## src/ple_pkg.sv

```systemverilog
// Shared types and codes for the positional list engine.
// Used by ple_cell, ple_ctrl and positional_list_engine; depends on nothing.
package ple_pkg;

    typedef enum logic [2:0] {
        OP_GET     = 3'd0,
        OP_LOCATE  = 3'd1,
        OP_INSERT  = 3'd2,
        OP_DELETE  = 3'd3,
        OP_UPDATE  = 3'd4,
        OP_REVERSE = 3'd5,
        OP_LENGTH  = 3'd6,
        OP_CLEAR   = 3'd7
    } op_t;

    typedef enum logic [1:0] {
        ST_OK       = 2'd0,
        ST_BADPOS   = 2'd1,
        ST_NOTFOUND = 2'd2,
        ST_FULL     = 2'd3
    } status_t;

    typedef enum logic [1:0] {
        CELL_HOLD       = 2'd0,
        CELL_FROM_LEFT  = 2'd1,
        CELL_FROM_RIGHT = 2'd2
    } cell_mode_t;

    typedef struct packed {
        cell_mode_t ring_mode;
        cell_mode_t stack_mode;
    } cell_ctl_t;

endpackage

```

## src/ple_cell.sv

```systemverilog
// One storage cell of the element chain: holds a value or takes a neighbor's.
// Depends on ple_pkg for the cell mode codes.
module ple_cell #(
    parameter int DATA_WIDTH = 16
) (
    input  logic                   clk,
    input  ple_pkg::cell_mode_t    mode,
    input  logic [DATA_WIDTH-1:0]  left_in,
    input  logic [DATA_WIDTH-1:0]  right_in,
    output logic [DATA_WIDTH-1:0]  data
);

    logic [DATA_WIDTH-1:0] data_reg;
    logic [DATA_WIDTH-1:0] data_next;

    always_comb
    begin
        case (mode)
            ple_pkg::CELL_FROM_LEFT:  data_next = left_in;
            ple_pkg::CELL_FROM_RIGHT: data_next = right_in;
            default:                  data_next = data_reg;
        endcase
    end

    always_ff @(posedge clk)
    begin
        data_reg <= data_next;
    end

    assign data = data_reg;

endmodule

```

## src/ple_ctrl.sv

```systemverilog
// Sequencer of the positional list engine: request decode, rotation step
// counter, element count, feed of the ring tail and result registers.
// Depends on ple_pkg.
module ple_ctrl #(
    parameter int DEPTH      = 16,
    parameter int DATA_WIDTH = 16
) (
    input  logic                   clk,
    input  logic                   rst_n,
    input  logic                   start,
    input  logic [2:0]             op,
    input  logic [4:0]             position,
    input  logic [15:0]            value,
    input  logic [DATA_WIDTH-1:0]  head,
    input  logic [DATA_WIDTH-1:0]  next_elem,
    input  logic [DATA_WIDTH-1:0]  stack_top,
    output logic [DATA_WIDTH-1:0]  tail,
    output ple_pkg::cell_ctl_t     cell_ctl,
    output logic                   busy,
    output logic                   done,
    output logic [15:0]            result_value,
    output logic [4:0]             found_position,
    output logic [4:0]             count,
    output logic [1:0]             status
);

    localparam int CW = $clog2(DEPTH + 1);
    localparam int SW = $clog2(DEPTH);
    localparam int XW = ((CW > 5) ? CW : 5) + 1;

    typedef enum logic [1:0] {
        S_IDLE,
        S_ROTATE,
        S_POP
    } state_t;

    state_t                 state_reg;
    logic [SW-1:0]          step_reg;
    logic [CW-1:0]          count_reg;
    ple_pkg::op_t           op_reg;
    logic [XW-1:0]          pidx_reg;
    logic [DATA_WIDTH-1:0]  val_reg;
    logic [DATA_WIDTH-1:0]  carry_reg;
    logic [DATA_WIDTH-1:0]  rval_reg;
    logic [4:0]             fpos_reg;
    ple_pkg::status_t       status_reg;
    logic                   done_reg;

    logic [XW-1:0] pos_x;
    logic [XW-1:0] cnt_x;
    logic [XW-1:0] step_x;
    logic          pos_in_list;
    logic          pos_ins_ok;
    logic          full;
    logic          last_step;
    logic          in_list;
    logic          at_pos;
    logic          past_pos;

    assign pos_x       = XW'(position);
    assign cnt_x       = XW'(count_reg);
    assign step_x      = XW'(step_reg);
    assign pos_in_list = (position != 5'd0) && (pos_x <= cnt_x);
    assign pos_ins_ok  = (position != 5'd0) && (pos_x <= cnt_x + XW'(1));
    assign full        = (count_reg == CW'(DEPTH));
    assign last_step   = (step_reg == SW'(DEPTH - 1));
    assign in_list     = (step_x < cnt_x);
    assign at_pos      = (step_x == pidx_reg);
    assign past_pos    = (step_x > pidx_reg);

    // Tail feed: the head leaves the ring each step, the tail takes the
    // element that belongs at the step's index once the ring has come round.
    always_comb
    begin
        tail                = head;
        cell_ctl.ring_mode  = ple_pkg::CELL_HOLD;
        cell_ctl.stack_mode = ple_pkg::CELL_HOLD;
        if (state_reg == S_ROTATE)
        begin
            cell_ctl.ring_mode = ple_pkg::CELL_FROM_RIGHT;
            case (op_reg)
                ple_pkg::OP_UPDATE:
                begin
                    if (at_pos)
                        tail = val_reg;
                end
                ple_pkg::OP_INSERT:
                begin
                    if (at_pos)
                        tail = val_reg;
                    else if (past_pos)
                        tail = carry_reg;
                end
                ple_pkg::OP_DELETE:
                begin
                    // skip the removed element: take the one behind the head
                    if (at_pos || past_pos)
                        tail = next_elem;
                end
                ple_pkg::OP_REVERSE:
                begin
                    if (in_list)
                        cell_ctl.stack_mode = ple_pkg::CELL_FROM_LEFT;
                end
                default:
                begin
                end
            endcase
        end
        else if (state_reg == S_POP)
        begin
            cell_ctl.ring_mode = ple_pkg::CELL_FROM_RIGHT;
            if (in_list)
            begin
                tail                = stack_top;
                cell_ctl.stack_mode = ple_pkg::CELL_FROM_RIGHT;
            end
        end
    end

    always_ff @(posedge clk or negedge rst_n)
    begin
        if (!rst_n)
        begin
            state_reg  <= S_IDLE;
            step_reg   <= '0;
            count_reg  <= '0;
            op_reg     <= ple_pkg::OP_GET;
            status_reg <= ple_pkg::ST_OK;
            rval_reg   <= '0;
            fpos_reg   <= '0;
            done_reg   <= 1'b0;
            pidx_reg   <= '0;
            val_reg    <= '0;
            carry_reg  <= '0;
        end
        else
        begin
            done_reg  <= 1'b0;
            carry_reg <= head;
            unique case (state_reg)
                S_IDLE:
                begin
                    if (start)
                    begin
                        op_reg     <= ple_pkg::op_t'(op);
                        pidx_reg   <= pos_x - XW'(1);
                        val_reg    <= DATA_WIDTH'(value);
                        step_reg   <= '0;
                        rval_reg   <= '0;
                        fpos_reg   <= '0;
                        status_reg <= ple_pkg::ST_OK;
                        unique case (ple_pkg::op_t'(op))
                            ple_pkg::OP_GET,
                            ple_pkg::OP_DELETE,
                            ple_pkg::OP_UPDATE:
                            begin
                                if (pos_in_list)
                                    state_reg <= S_ROTATE;
                                else
                                begin
                                    status_reg <= ple_pkg::ST_BADPOS;
                                    done_reg   <= 1'b1;
                                end
                            end
                            ple_pkg::OP_LOCATE:
                            begin
                                status_reg <= ple_pkg::ST_NOTFOUND;
                                if (count_reg != '0)
                                    state_reg <= S_ROTATE;
                                else
                                    done_reg <= 1'b1;
                            end
                            ple_pkg::OP_INSERT:
                            begin
                                if (!pos_ins_ok)
                                begin
                                    status_reg <= ple_pkg::ST_BADPOS;
                                    done_reg   <= 1'b1;
                                end
                                else if (full)
                                begin
                                    status_reg <= ple_pkg::ST_FULL;
                                    done_reg   <= 1'b1;
                                end
                                else
                                    state_reg <= S_ROTATE;
                            end
                            ple_pkg::OP_REVERSE:
                            begin
                                if (count_reg > CW'(1))
                                    state_reg <= S_ROTATE;
                                else
                                    done_reg <= 1'b1;
                            end
                            ple_pkg::OP_CLEAR:
                            begin
                                count_reg <= '0;
                                done_reg  <= 1'b1;
                            end
                            default:
                            begin
                                done_reg <= 1'b1;
                            end
                        endcase
                    end
                end
                S_ROTATE:
                begin
                    step_reg <= step_reg + SW'(1);
                    if ((op_reg == ple_pkg::OP_GET || op_reg == ple_pkg::OP_DELETE) && at_pos)
                        rval_reg <= head;
                    if (op_reg == ple_pkg::OP_LOCATE && in_list && head == val_reg
                        && status_reg == ple_pkg::ST_NOTFOUND)
                    begin
                        status_reg <= ple_pkg::ST_OK;
                        fpos_reg   <= 5'(step_x + XW'(1));
                    end
                    if (last_step)
                    begin
                        step_reg <= '0;
                        if (op_reg == ple_pkg::OP_REVERSE)
                            state_reg <= S_POP;
                        else
                        begin
                            state_reg <= S_IDLE;
                            done_reg  <= 1'b1;
                            if (op_reg == ple_pkg::OP_INSERT)
                                count_reg <= count_reg + CW'(1);
                            else if (op_reg == ple_pkg::OP_DELETE)
                                count_reg <= count_reg - CW'(1);
                        end
                    end
                end
                S_POP:
                begin
                    step_reg <= step_reg + SW'(1);
                    if (last_step)
                    begin
                        step_reg  <= '0;
                        state_reg <= S_IDLE;
                        done_reg  <= 1'b1;
                    end
                end
                default:
                begin
                    state_reg <= S_IDLE;
                end
            endcase
        end
    end

    assign busy           = (state_reg != S_IDLE);
    assign done           = done_reg;
    assign result_value   = 16'(rval_reg);
    assign found_position = fpos_reg;
    assign count          = 5'(count_reg);
    assign status         = status_reg;

`ifndef SYNTH
    a_count_range: assert property (@(posedge clk) disable iff (!rst_n)
        count_reg <= CW'(DEPTH))
        else $error("element count above depth");

    a_done_idle: assert property (@(posedge clk) disable iff (!rst_n)
        done_reg |-> state_reg == S_IDLE)
        else $error("result strobe while sequencer still active");

    a_length_fast: assert property (@(posedge clk) disable iff (!rst_n)
        start && !busy && op == ple_pkg::OP_LENGTH |=> done_reg)
        else $error("length request not answered in one cycle");

    a_step_idle: assert property (@(posedge clk) disable iff (!rst_n)
        state_reg == S_IDLE |-> step_reg == '0)
        else $error("step counter not parked while idle");

    a_insert_grows: assert property (@(posedge clk) disable iff (!rst_n)
        done_reg && op_reg == ple_pkg::OP_INSERT && status_reg == ple_pkg::ST_OK
        |-> count_reg == CW'($past(count_reg) + CW'(1)))
        else $error("successful insert did not grow the list");
`endif

endmodule

```

## src/positional_list_engine.sv

```systemverilog
// Top level of the positional list engine: ring of element cells, stack
// of cells for reversal, and the sequencer. Depends on ple_pkg, ple_cell
// and ple_ctrl.
//
// Usage: drive op, position and value and raise start; the request
// transfers at a rising edge with start high and busy low. Exactly one
// result follows, shown for one cycle with done high on result_value,
// found_position, count and status; the receiver cannot stall it.
// Length, clear and requests rejected up front (bad position, full list,
// locate on an empty list, reverse of fewer than two elements) answer in
// the cycle after the transfer, with busy staying low.
// Get, locate, update, insert and delete rotate the ring of DEPTH cells
// one full turn, one element per cycle; done comes at the end of the turn
// and a new request can transfer in the cycle of done.
// Reverse makes two turns, one pushing onto the cell stack and one
// popping back, and done comes at the end of the second turn.
// Busy is high throughout each turn.
// Reset empties the list (count zero); stored values need no reset.
module positional_list_engine #(
    parameter int DEPTH      = 16,
    parameter int DATA_WIDTH = 16
) (
    input  logic        clk,
    input  logic        rst_n,
    input  logic        start,
    output logic        busy,
    input  logic [2:0]  op,
    input  logic [4:0]  position,
    input  logic [15:0] value,
    output logic        done,
    output logic [15:0] result_value,
    output logic [4:0]  found_position,
    output logic [4:0]  count,
    output logic [1:0]  status
);

    logic [DATA_WIDTH-1:0] ring_q  [DEPTH];
    logic [DATA_WIDTH-1:0] stack_q [DEPTH];
    logic [DATA_WIDTH-1:0] tail;
    ple_pkg::cell_ctl_t    cell_ctl;

    // Ring: cell k takes cell k+1 each step, the last cell takes the tail feed.
    for (genvar k = 0; k < DEPTH; k++)
    begin : g_ring
        ple_cell #(
            .DATA_WIDTH (DATA_WIDTH)
        ) u_cell (
            .clk      (clk),
            .mode     (cell_ctl.ring_mode),
            .left_in  (ring_q[(k + DEPTH - 1) % DEPTH]),
            .right_in ((k == DEPTH - 1) ? tail : ring_q[(k + 1) % DEPTH]),
            .data     (ring_q[k])
        );
    end

    // Stack: top at cell 0; push takes from the left, pop from the right.
    for (genvar k = 0; k < DEPTH; k++)
    begin : g_stack
        ple_cell #(
            .DATA_WIDTH (DATA_WIDTH)
        ) u_cell (
            .clk      (clk),
            .mode     (cell_ctl.stack_mode),
            .left_in  ((k == 0) ? ring_q[0] : stack_q[(k + DEPTH - 1) % DEPTH]),
            .right_in ((k == DEPTH - 1) ? stack_q[k] : stack_q[(k + 1) % DEPTH]),
            .data     (stack_q[k])
        );
    end

    ple_ctrl #(
        .DEPTH      (DEPTH),
        .DATA_WIDTH (DATA_WIDTH)
    ) u_ctrl (
        .clk            (clk),
        .rst_n          (rst_n),
        .start          (start),
        .op             (op),
        .position       (position),
        .value          (value),
        .head           (ring_q[0]),
        .next_elem      (ring_q[1]),
        .stack_top      (stack_q[0]),
        .tail           (tail),
        .cell_ctl       (cell_ctl),
        .busy           (busy),
        .done           (done),
        .result_value   (result_value),
        .found_position (found_position),
        .count          (count),
        .status         (status)
    );

endmodule
```

## config.mk

```make
export PLATFORM = sky130hd
export DESIGN_NAME = positional_list_engine
export DESIGN_NICKNAME = d
export VERILOG_FILES = /design/src/ple_pkg.sv /design/src/ple_cell.sv /design/src/ple_ctrl.sv /design/src/positional_list_engine.sv
export SDC_FILE = /design/constraint.sdc
export NUM_CORES = 1
export LEC_CHECK = 0
export BUFFER_PORTS_ARGS = -buffer_cell sky130_fd_sc_hd__buf_2
export CORE_AREA = 4 4 279 281
export CTS_BUF_LIST = sky130_fd_sc_hd__clkbuf_16
export CTS_CLUSTER_DIAMETER = 60
export DETAILED_ROUTE_END_ITERATION = 12
export DIE_AREA = 0 0 283 285
export HOLD_SLACK_MARGIN = 0.03
export SLEW_MARGIN = 20
export SYNTH_ARGS = -nofsm -noshare
export SYNTH_HDL_FRONTEND = slang
export SYNTH_SLANG_ARGS = --single-unit
```

## constraint.sdc

```tcl
create_clock -name clk -period 21.7 [get_ports clk]
set_clock_uncertainty 0.05 [all_clocks]
set_input_delay 3.255 -clock clk [delete_from_list [all_inputs] [get_ports clk]]
set_output_delay 3.255 -clock clk [all_outputs]
set_load 0.05 [all_outputs]
```

==> metrics <==
gr busiest metal met2; routed length per placed instance 15.43 µm; Achievable Freq 0.1992 GHz; initial DRC count 1227; Die Ht 285 µm; crit start category flip-flop; Unique masters post-synth 65; met2 Use GR 0.1816; starting density of the core 0.3474; clk sinks 588; synth warn 0; FP Rows 101; Synthesized Nets 2105; worst-skew pair later-pin latency 610 ps; CTS tree yes; #FFs+latches synth 588; Worst-path clk slew 60 ps; most common cell after layout, fill and taps aside nand2_1; Area Overhead vs Synth 11.79%; Synth Cell Area 0.02621 mm²; clk buf depth 3; Tmin final 5021 ps; Synth Instances 2052; setup TNS 0 ps; Avg Synthesized Cell Area 12.77 µm²; pin count of the biggest net entering global routing 225; Area after DPL 0.02736 mm²; Core Area 0.07544 mm²; Global Route Usage Sum 0.1160; Max-slew headroom 0.2503; Hold Vio Cnt, Final 0; Final Setup Violations 0; CP Max Fanout 4; hpwl dp 30.24 mm; worst path bufs/invs 3; Post-CTS Setup Bufs 0; status finished clean; GRT met3 Usage 0.01998; Worst Path Required 18400 ps; routed via count 14990; nets 2141; CTS buffer count 61; Max Slew Vio Count 0; slowest cell delay on critical path 410 ps; slowest CP cell dfrtp_1; antenna viol nets, final 0; global-route wire length before repair 78.72 mm; Hold Buf Count CTS 0; family with the most delay on the worst path buffers and inverters; proportion of layout cells with a drive suffix above 1 0.2187; most frequent CP cell inv_1; CTS resizes 0; fraction of registers with async set/reset 0.1293; GRT Residual Overflow 0; CP cell instances inv_1 > ha_4 > inv_1 > buf_2; Via density 4.807; DRC violations left 0; diode count 0; initial antenna violation count 0; Die Width 283 µm; Post-Route WL 48.10 mm; Initial DRT Pass Iterations 7; pwr dens 155.4 mW/mm²; Port Buf Inserts 56; I/O pin cnt 57; crit share post-route 0.2314; RSZ-0062 raised after global routing no; crit end category primary output; clock root buffer clkbuf_16; Arrival @ worst endpoint 1720 ps; H-Tree Depth 2; min-delay worst type flip-flop to flip-flop; Worst Tran Pin Value 1124 ps; sequential share of the synthesized area 0.6591; Finished Cell Area 0.02930 mm²; GPL Wtd Cong 0.8328; met1 usage 0.1626; Leak Pwr 11.07 nW; Most used DFF post-synth edfxtp_1; Max Cap Viol 0; most frequent cells in the layout nand2_1 (713), edfxtp_1 (512), mux2_2 (277); EDFF count, synth 512; WS Path Type flip-flop to primary output; VDD IR max 184.0 µV; die area 0.08066 mm²; vias in the first global route 14780
[per-layer routing]
metal | wire length (µm) | part of all wire
met1 | 23170 | 0.48
met2 | 21700 | 0.45
met3 | 1741 | 0.036
met4 | 1486 | 0.031
met5 | 0 | 0
[synthesized netlist by cell type (7+ instances only)]
cell / number / area, µm²
buf_6: 15 / 168.9
ha_1: 26 / 325.3
o221ai_2: 10 / 150.1
a21oi_1: 28 / 140.1
edfxtp_1: 512 / 15370
buf_2: 30 / 150.1
mux2i_1: 7 / 70.07
o21ai_0: 60 / 300.3
inv_1: 53 / 198.9
nor2b_1: 10 / 62.56
xnor2_1: 19 / 166.4
mux2_2: 277 / 3119
nor2_1: 36 / 135.1
nand3_1: 13 / 65.06
dfrtp_1: 76 / 1902
nand2_1: 713 / 2676
a222oi_1: 15 / 150.1
mux2_1: 10 / 112.6
clkbuf_1: 54 / 202.7
[cell type report]
| cell class | count | area [µm²] |
|---|---|---|
| Multi-Input combinational cell | 1307 | 8230 |
| Clock inverter | 52 | 285.3 |
| Clock buffer | 63 | 1577 |
| Fill cell | 7017 | 46140 |
| Sequential cell | 588 | 17280 |
| Tap cell | 978 | 1224 |
| Timing Repair Buffer | 76 | 508.0 |
| Inverter | 54 | 202.7 |
[worst register-to-register path: stages (launching register included)]
cell and delay (ps):
dfrtp_1 410, inv_1 110, ha_4 840, buf_4 880
buf_4 820, buf_12 750, mux2_2 700
[per-stage QoR]
| step | hold WS, ps | cells | setup WS (ps) | power [W] | utilization |
|---|---|---|---|---|---|
| 5_1_grt | 393.1 | 3118 | 16520 | 0.004840 | 0.3884 |
| 3_5_place_dp | 361.9 | 2999 | 16500 | 0.003615 | 0.3627 |
| 6_report | 371.9 | 3118 | 16680 | 0.004555 | 0.3884 |
| 2_1_floorplan | 346.1 | 2052 | 1968 | 0.003367 | - |
| 3_3_place_gp | 361.4 | 2999 | 16520 | 0.003545 | 0.3627 |
| 4_1_cts | 375.3 | 3114 | 16630 | 0.004608 | 0.3873 |
[kinds of logic (layout without fill, tap and decap cells)]
kind of cell    after synthesis  after routing  share of synthesized area
simple gates                804            804                     0.1210
flops                       588            588                     0.6591
mux                         294            294                     0.1260
compound gates              158            158                    0.04430
buf+inv                     157            245                    0.02892
fa+ha+maj                    26             26                    0.01241
xor+xnor                     25             25                   0.008353
[report_power, final]
group / internal [W] / leakage, nW / total [W] / switching (W)
logic: 0.000627 / 4.39 / 0.00145 / 0.000824
clock network: 0.000537 / 0.970 / 0.000968 / 0.000431
registers: 0.00190 / 5.71 / 0.00214 / 0.000235
total: 0.00306 / 11.1 / 0.00455 / 0.00149
[final timing paths]
check | from | endpoint | slack (ps) | cells after the start
min in group asynchronous | rst_n | u_ctrl.found_position[0] | 2400 | 1
worst min register to register | g_ring[0].u_cell.data[15] | u_ctrl.carry_reg[15] | 370 | 0
worst max register to register | u_ctrl.state_reg[0] | g_ring[12].u_cell.data[9] | 16890 | 6
worst max-delay path | u_ctrl.state_reg[0] | busy | 16680 | 4
max in group asynchronous | rst_n | u_ctrl.result_value[9] | 18030 | 2
worst min-delay path | g_ring[0].u_cell.data[15] | u_ctrl.carry_reg[15] | 370 | 0
No activity file was read; power rests on OpenSTA's default activity.
